**config.mk**
```make
export PLATFORM = sky130hd
export DESIGN_NAME = dwc3_requant
export DESIGN_NICKNAME = d
export VERILOG_FILES = /design/src/design/dwc3_pkg.sv /design/src/design/dwc3_requant.sv
export SDC_FILE = /design/constraint.sdc
export NUM_CORES = 2
export LEC_CHECK = 0
export CORE_MARGIN = 5
export CORE_UTILIZATION = 30
export CTS_CLUSTER_DIAMETER = 60
export DETAILED_ROUTE_END_ITERATION = 12
export DONT_BUFFER_PORTS = 1
export SLEW_MARGIN = 20
export SYNTH_ARGS = -nofsm -noshare
export SYNTH_HDL_FRONTEND = slang
export SYNTH_SLANG_ARGS = --single-unit
```
**constraint.sdc**
```tcl
create_clock -name clk -period 5.1 [get_ports clk]
set_clock_uncertainty 0.15 [all_clocks]
set_input_delay 0.51 -clock clk [delete_from_list [all_inputs] [get_ports clk]]
set_output_delay 0.51 -clock clk [all_outputs]
set_load 0.1 [all_outputs]
```
**src/design/dwc3_pkg.sv**
```systemverilog
// Shared types and constants for the depthwise 3x3 int8 convolution block.
// No dependencies; imported by the requantizer and the top level.
`timescale 1ns / 1ps

package dwc3_pkg;

    localparam int DEF_MAX_WIDTH    = 256;
    localparam int DEF_MAX_CHANNELS = 32;

    localparam int ACC_W  = 19;
    localparam int MULT_W = 32;
    localparam int COEF_W = 48;
    localparam int PROD_W = ACC_W + MULT_W + 1;
    localparam int SUM_W  = PROD_W + 2;
    localparam int SHIFT_MAX = 47;

    localparam logic [1:0] KIND_PIXEL  = 2'd0;
    localparam logic [1:0] KIND_WEIGHT = 2'd1;
    localparam logic [1:0] KIND_MULT   = 2'd2;
    localparam logic [1:0] KIND_BIAS   = 2'd3;

    localparam logic [2:0] REG_HEIGHT = 3'd0;
    localparam logic [2:0] REG_WIDTH  = 3'd1;
    localparam logic [2:0] REG_CHANS  = 3'd2;
    localparam logic [2:0] REG_STRIDE = 3'd3;
    localparam logic [2:0] REG_PAD    = 3'd4;
    localparam logic [2:0] REG_RELU   = 3'd5;
    localparam logic [2:0] REG_SHIFT  = 3'd6;

    typedef struct packed {
        logic       start;
        logic       relu;
        logic [5:0] shift;
    } rq_ctrl_t;

endpackage

```
**src/design/dwc3_requant.sv**
```systemverilog
// Three-stage requantizer: multiply, add bias with optional relu, round and clamp.
// Depends on dwc3_pkg.
`timescale 1ns / 1ps

module dwc3_requant (
    input  logic                                    clk,
    input  logic                                    rst_n,
    input  dwc3_pkg::rq_ctrl_t                      ctrl,
    input  logic signed [dwc3_pkg::ACC_W-1:0]       acc,
    input  logic        [dwc3_pkg::MULT_W-1:0]      mult,
    input  logic signed [dwc3_pkg::COEF_W-1:0]      bias,
    output logic                                    done,
    output logic signed [7:0]                       value
);
    import dwc3_pkg::*;

    logic                     v1_reg, v2_reg, done_reg;
    logic signed [PROD_W-1:0] prod_reg;
    logic signed [SUM_W-1:0]  sum_reg;
    logic signed [SUM_W-1:0]  sum_next;
    logic signed [SUM_W-1:0]  q;
    logic        [SUM_W-1:0]  rem, half, mask;
    logic signed [SUM_W-1:0]  qr;
    logic                     up;
    logic signed [7:0]        value_reg, value_next;

    always_comb
    begin
        sum_next = SUM_W'(prod_reg) + SUM_W'(bias);
        if (ctrl.relu && sum_next < 0)
        begin
            sum_next = '0;
        end
    end

    // Floor shift, then round half to even on the discarded bits.
    always_comb
    begin
        q    = sum_reg >>> ctrl.shift;
        mask = (SUM_W'(1) << ctrl.shift) - SUM_W'(1);
        rem  = sum_reg & mask;
        half = (ctrl.shift == 6'd0) ? '0 : (SUM_W'(1) << (ctrl.shift - 6'd1));
        up   = (ctrl.shift != 6'd0) && ((rem > half) || ((rem == half) && q[0]));
        qr   = q + SUM_W'(up);
        if (qr > 127)
        begin
            value_next = 8'sd127;
        end
        else if (qr < -128)
        begin
            value_next = -8'sd128;
        end
        else
        begin
            value_next = qr[7:0];
        end
    end

    always_ff @(posedge clk or negedge rst_n)
    begin
        if (!rst_n)
        begin
            v1_reg   <= 1'b0;
            v2_reg   <= 1'b0;
            done_reg <= 1'b0;
        end
        else
        begin
            v1_reg <= ctrl.start;
            v2_reg <= v1_reg;
            if (ctrl.start)
            begin
                done_reg <= 1'b0;
            end
            else if (v2_reg)
            begin
                done_reg <= 1'b1;
            end
        end
    end

    always_ff @(posedge clk)
    begin
        if (ctrl.start)
        begin
            prod_reg <= acc * $signed({1'b0, mult});
        end
        if (v1_reg)
        begin
            sum_reg <= sum_next;
        end
        if (v2_reg)
        begin
            value_reg <= value_next;
        end
    end

    assign done  = done_reg;
    assign value = value_reg;

endmodule

```
==> flow_summary.ini <==
[synth]
postSynth.topFlopCell = sky130_fd_sc_hd__edfxtp_1
ys_types = 91
synthesis_stage_register_bit_count = 116
synth_cells = 3954
syn_nets = 4870
synth_area_um2 = 34300
postSynthAreaPerCell_um2 = 8.67
ys_seq_area_share_pct = 10.1
number_of_enable_flip_flop_cells_after_synthesis = 113
synth-warning-count = 0
synthArstFlopShare_pct = 2.59

[status]
failed_checks = negative setup slack
status = finished with violations

[clock_network]
clk_path_buf_depth = 2
numCtsBuffers = 17
cts_root_buf = sky130_fd_sc_hd__clkbuf_16
cts.sink_count = 116
clock_network_latency_to_the_later_pin_of_the_worst_skew_pair_ns = 0.50
cts_tree = built
clkTransAtPathRegs_ns = 0.09
htree_num_levels = 4

[die]
rows = 124
initial_core_util_pct = 30.1
floorplan.die_area_um2 = 121000
chipHeight_um = 348
die_width_um = 348
placeable_area_um2 = 114000
number_of_ports_placed_on_the_die_boundary = 118

[global_route]
overflow = 0
global_route_wire_length_before_repair_um = 182000
track_usage_pct = 19.0
grt_max_degree = 113
number_of_global_route_vias_before_repair = 31432
number_of_antenna_violations_at_the_first_check_in_global_routing = 18

[hold_path]
min-delay-path-class = in -> reg

[worst_setup_path]
critical_path_peak_fanout = 32
setup.worst_path.start_class = primary input
critPathSlowestCell = sky130_fd_sc_hd__fa_2
worst-endpoint-arrival_ns = 6.69
worst_path_dominant_cell_family = adder cells
cpMostUsedCell = sky130_fd_sc_hd__fa_1
critPathRequiredTime_ns = 5.16
critPathBufInv = 7
crit_type = in -> reg
critPathMaxStageDelay_ns = 0.58
worst_setup_path_end_kind = flop

[timing]
max-slew-margin-rel_pct = 39.4
fin_crit_sh_pct = 130
worstMarginPinSlew_ns = 0.908
timing_hold_violations_final = 0
finalMaxSlewViolations = 0
timing.setup.tns_ns = -43.28
worst_slack_ns = -1.52
finalSetupViolations = 44
fin_worst_hold_slack_ns = 0.0626
finalCriticalPeriod_ns = 6.62
unrepaired_setup_endpoints_after_global_routing = yes
max_clock_freq_mhz = 151

[placement]
dpl.hpwl_um = 93500
port_buffers = 0
placed_cell_area_um2 = 40000
place_congestion = 0.970

[layout]
syn2layout_area_growth_pct = 21.7
final_net_count = 5249
drive_gt1_share_pct = 21.4
final_cell_area_um2 = 41700
final_core_utilization_pct = 36.6
largest_register_ffs = 53

[routing]
drtPass1Iterations = 6
routed_wire_length_per_instance_um = 19.8
detail_route.drc_violations = 0
via_total_after_detailed_routing = 30119
route.final.wire_length_um = 116000
first_iter_violations = 2263
route.antenna.remaining_nets = 0
via_per_inst = 5.14

[job]
max_cap_violations = 0
## cells by family after synthesis
family,after synthesis,share of synthesized area (%)
adders and majority gates,807,40.6
muxes,152,6.04
and+or+nand+nor,1370,19.3
xor gates and xnor gates,125,3.19
buffers and inverters,777,8.79
DFF,116,10.1
AOI/OAI and AO/OA,607,11.9
## layer usage
metal / GRT usage, % / vias to the layer above / wire length [um]
met4: 6.11 / 16 / 3900
met5: 0 / - / 107
met2: 30.5 / 1117 / 52100
met3: 4.55 / 246 / 10200
met1: 25.5 / 14899 / 49700
li1: - / 13841 / -
## metrics by stage
stage	worst slack [ns]	instances
final	-1.52	5861
after global routing	-1.82	5856
after CTS	-1.46	5844
after detailed placement	-2.27	5795
after global placement	-2.25	5795
after floorplan	-1.73	3954
## worst paths after layout
path,start,to,slack [ns],cells after the start
hold / removal,ctrl[7],v1_reg,0.06,1
max in group asynchronous,rst_n,done,4.53,1
min in group asynchronous,rst_n,v1_reg,0.10,1
hold reg to reg,v2_reg,value[5],0.56,0
setup reg to reg,sum_reg[1],value[0],-0.86,30
setup / recovery,acc[10],prod_reg[51],-1.52,29
## cells in the final DEF (no fill, tap or decap), types with 37 or more instances in the layout
master                     synthesis  layout
sky130_fd_sc_hd__mux4_2           40      40
sky130_fd_sc_hd__mux2i_1          72      72
sky130_fd_sc_hd__nand2b_1         56      53
sky130_fd_sc_hd__fa_1            510     498
sky130_fd_sc_hd__ha_1            297     263
sky130_fd_sc_hd__nor3_1           46      42
sky130_fd_sc_hd__mux2_2           37      37
sky130_fd_sc_hd__o21ai_0         107      91
sky130_fd_sc_hd__xor2_1           48      46
sky130_fd_sc_hd__and2_1          221     220
sky130_fd_sc_hd__nor2b_1          44      41
sky130_fd_sc_hd__edfxtp_1        113     113
sky130_fd_sc_hd__a21o_1           78      78
sky130_fd_sc_hd__xnor2_1          77      73
sky130_fd_sc_hd__inv_1           549     524
sky130_fd_sc_hd__nand4_1          49      49
sky130_fd_sc_hd__nor2_1          213     192
sky130_fd_sc_hd__a21oi_1         137     114
sky130_fd_sc_hd__buf_4             1     562
sky130_fd_sc_hd__nand2_1         565     538
sky130_fd_sc_hd__nand3_1          48      46
## synthesized netlist by cell type, drive strengths merged, types with 8 or more instances
library cell    n  area share, %
nand2         565            6.2
inv           553            6.1
fa            510             30
ha            297             11
and2          221            4.0
nor2          213            2.3
clkbuf        186            2.0
a21oi         137            2.0
edfxtp        113            9.9
o21ai         110            1.6
a21o           78            1.7
xnor2          77            2.0
mux2i          72            2.1
nand2b         56            1.0
nand4          49           0.89
nand3          48           0.70
nor3           48           0.73
xor2           48            1.2
nor2b          44           0.80
mux2           40            1.3
mux4           40            2.6
buf            38           0.70
and3           32           0.58
o22ai          28           0.51
o21a           25           0.55
a31oi          24           0.44
nor4           21           0.44
a211oi         19           0.42
o21bai         19           0.42
o211ai         17           0.37
or3            17           0.32
a21boi         16           0.35
a22oi          13           0.28
a211o          11           0.28
nor3b          11           0.24
or2            10           0.18
a221oi          9           0.23
and4            9           0.23
o31ai           9           0.20
o211a           8           0.23
or4             8           0.18
## repair_timing
action	CTS	global route
setup endpoints to repair	46	46
pin swaps	116	77
hold endpoints to repair	28	0
hold buffers	3	0
buffers inserted	19	16
resized for setup	116	107
cloned	0	0
## layout make-up
| class | instances | area, um^2 |
|---|---|---|
| fillers | 11663 | 72200 |
| multi-input cells | 3061 | 29300 |
| repair buffers | 584 | 4500 |
| flip-flops and latches | 116 | 3470 |
| inverters | 553 | 2080 |
| well taps | 1512 | 1890 |
| clock buffers | 19 | 433 |
| clock inverters | 11 | 90.1 |
| diodes | 5 | 12.5 |
Power is not shown: default switching activity piles up to over one toggle a cycle in this logic, so the estimate is an artifact.
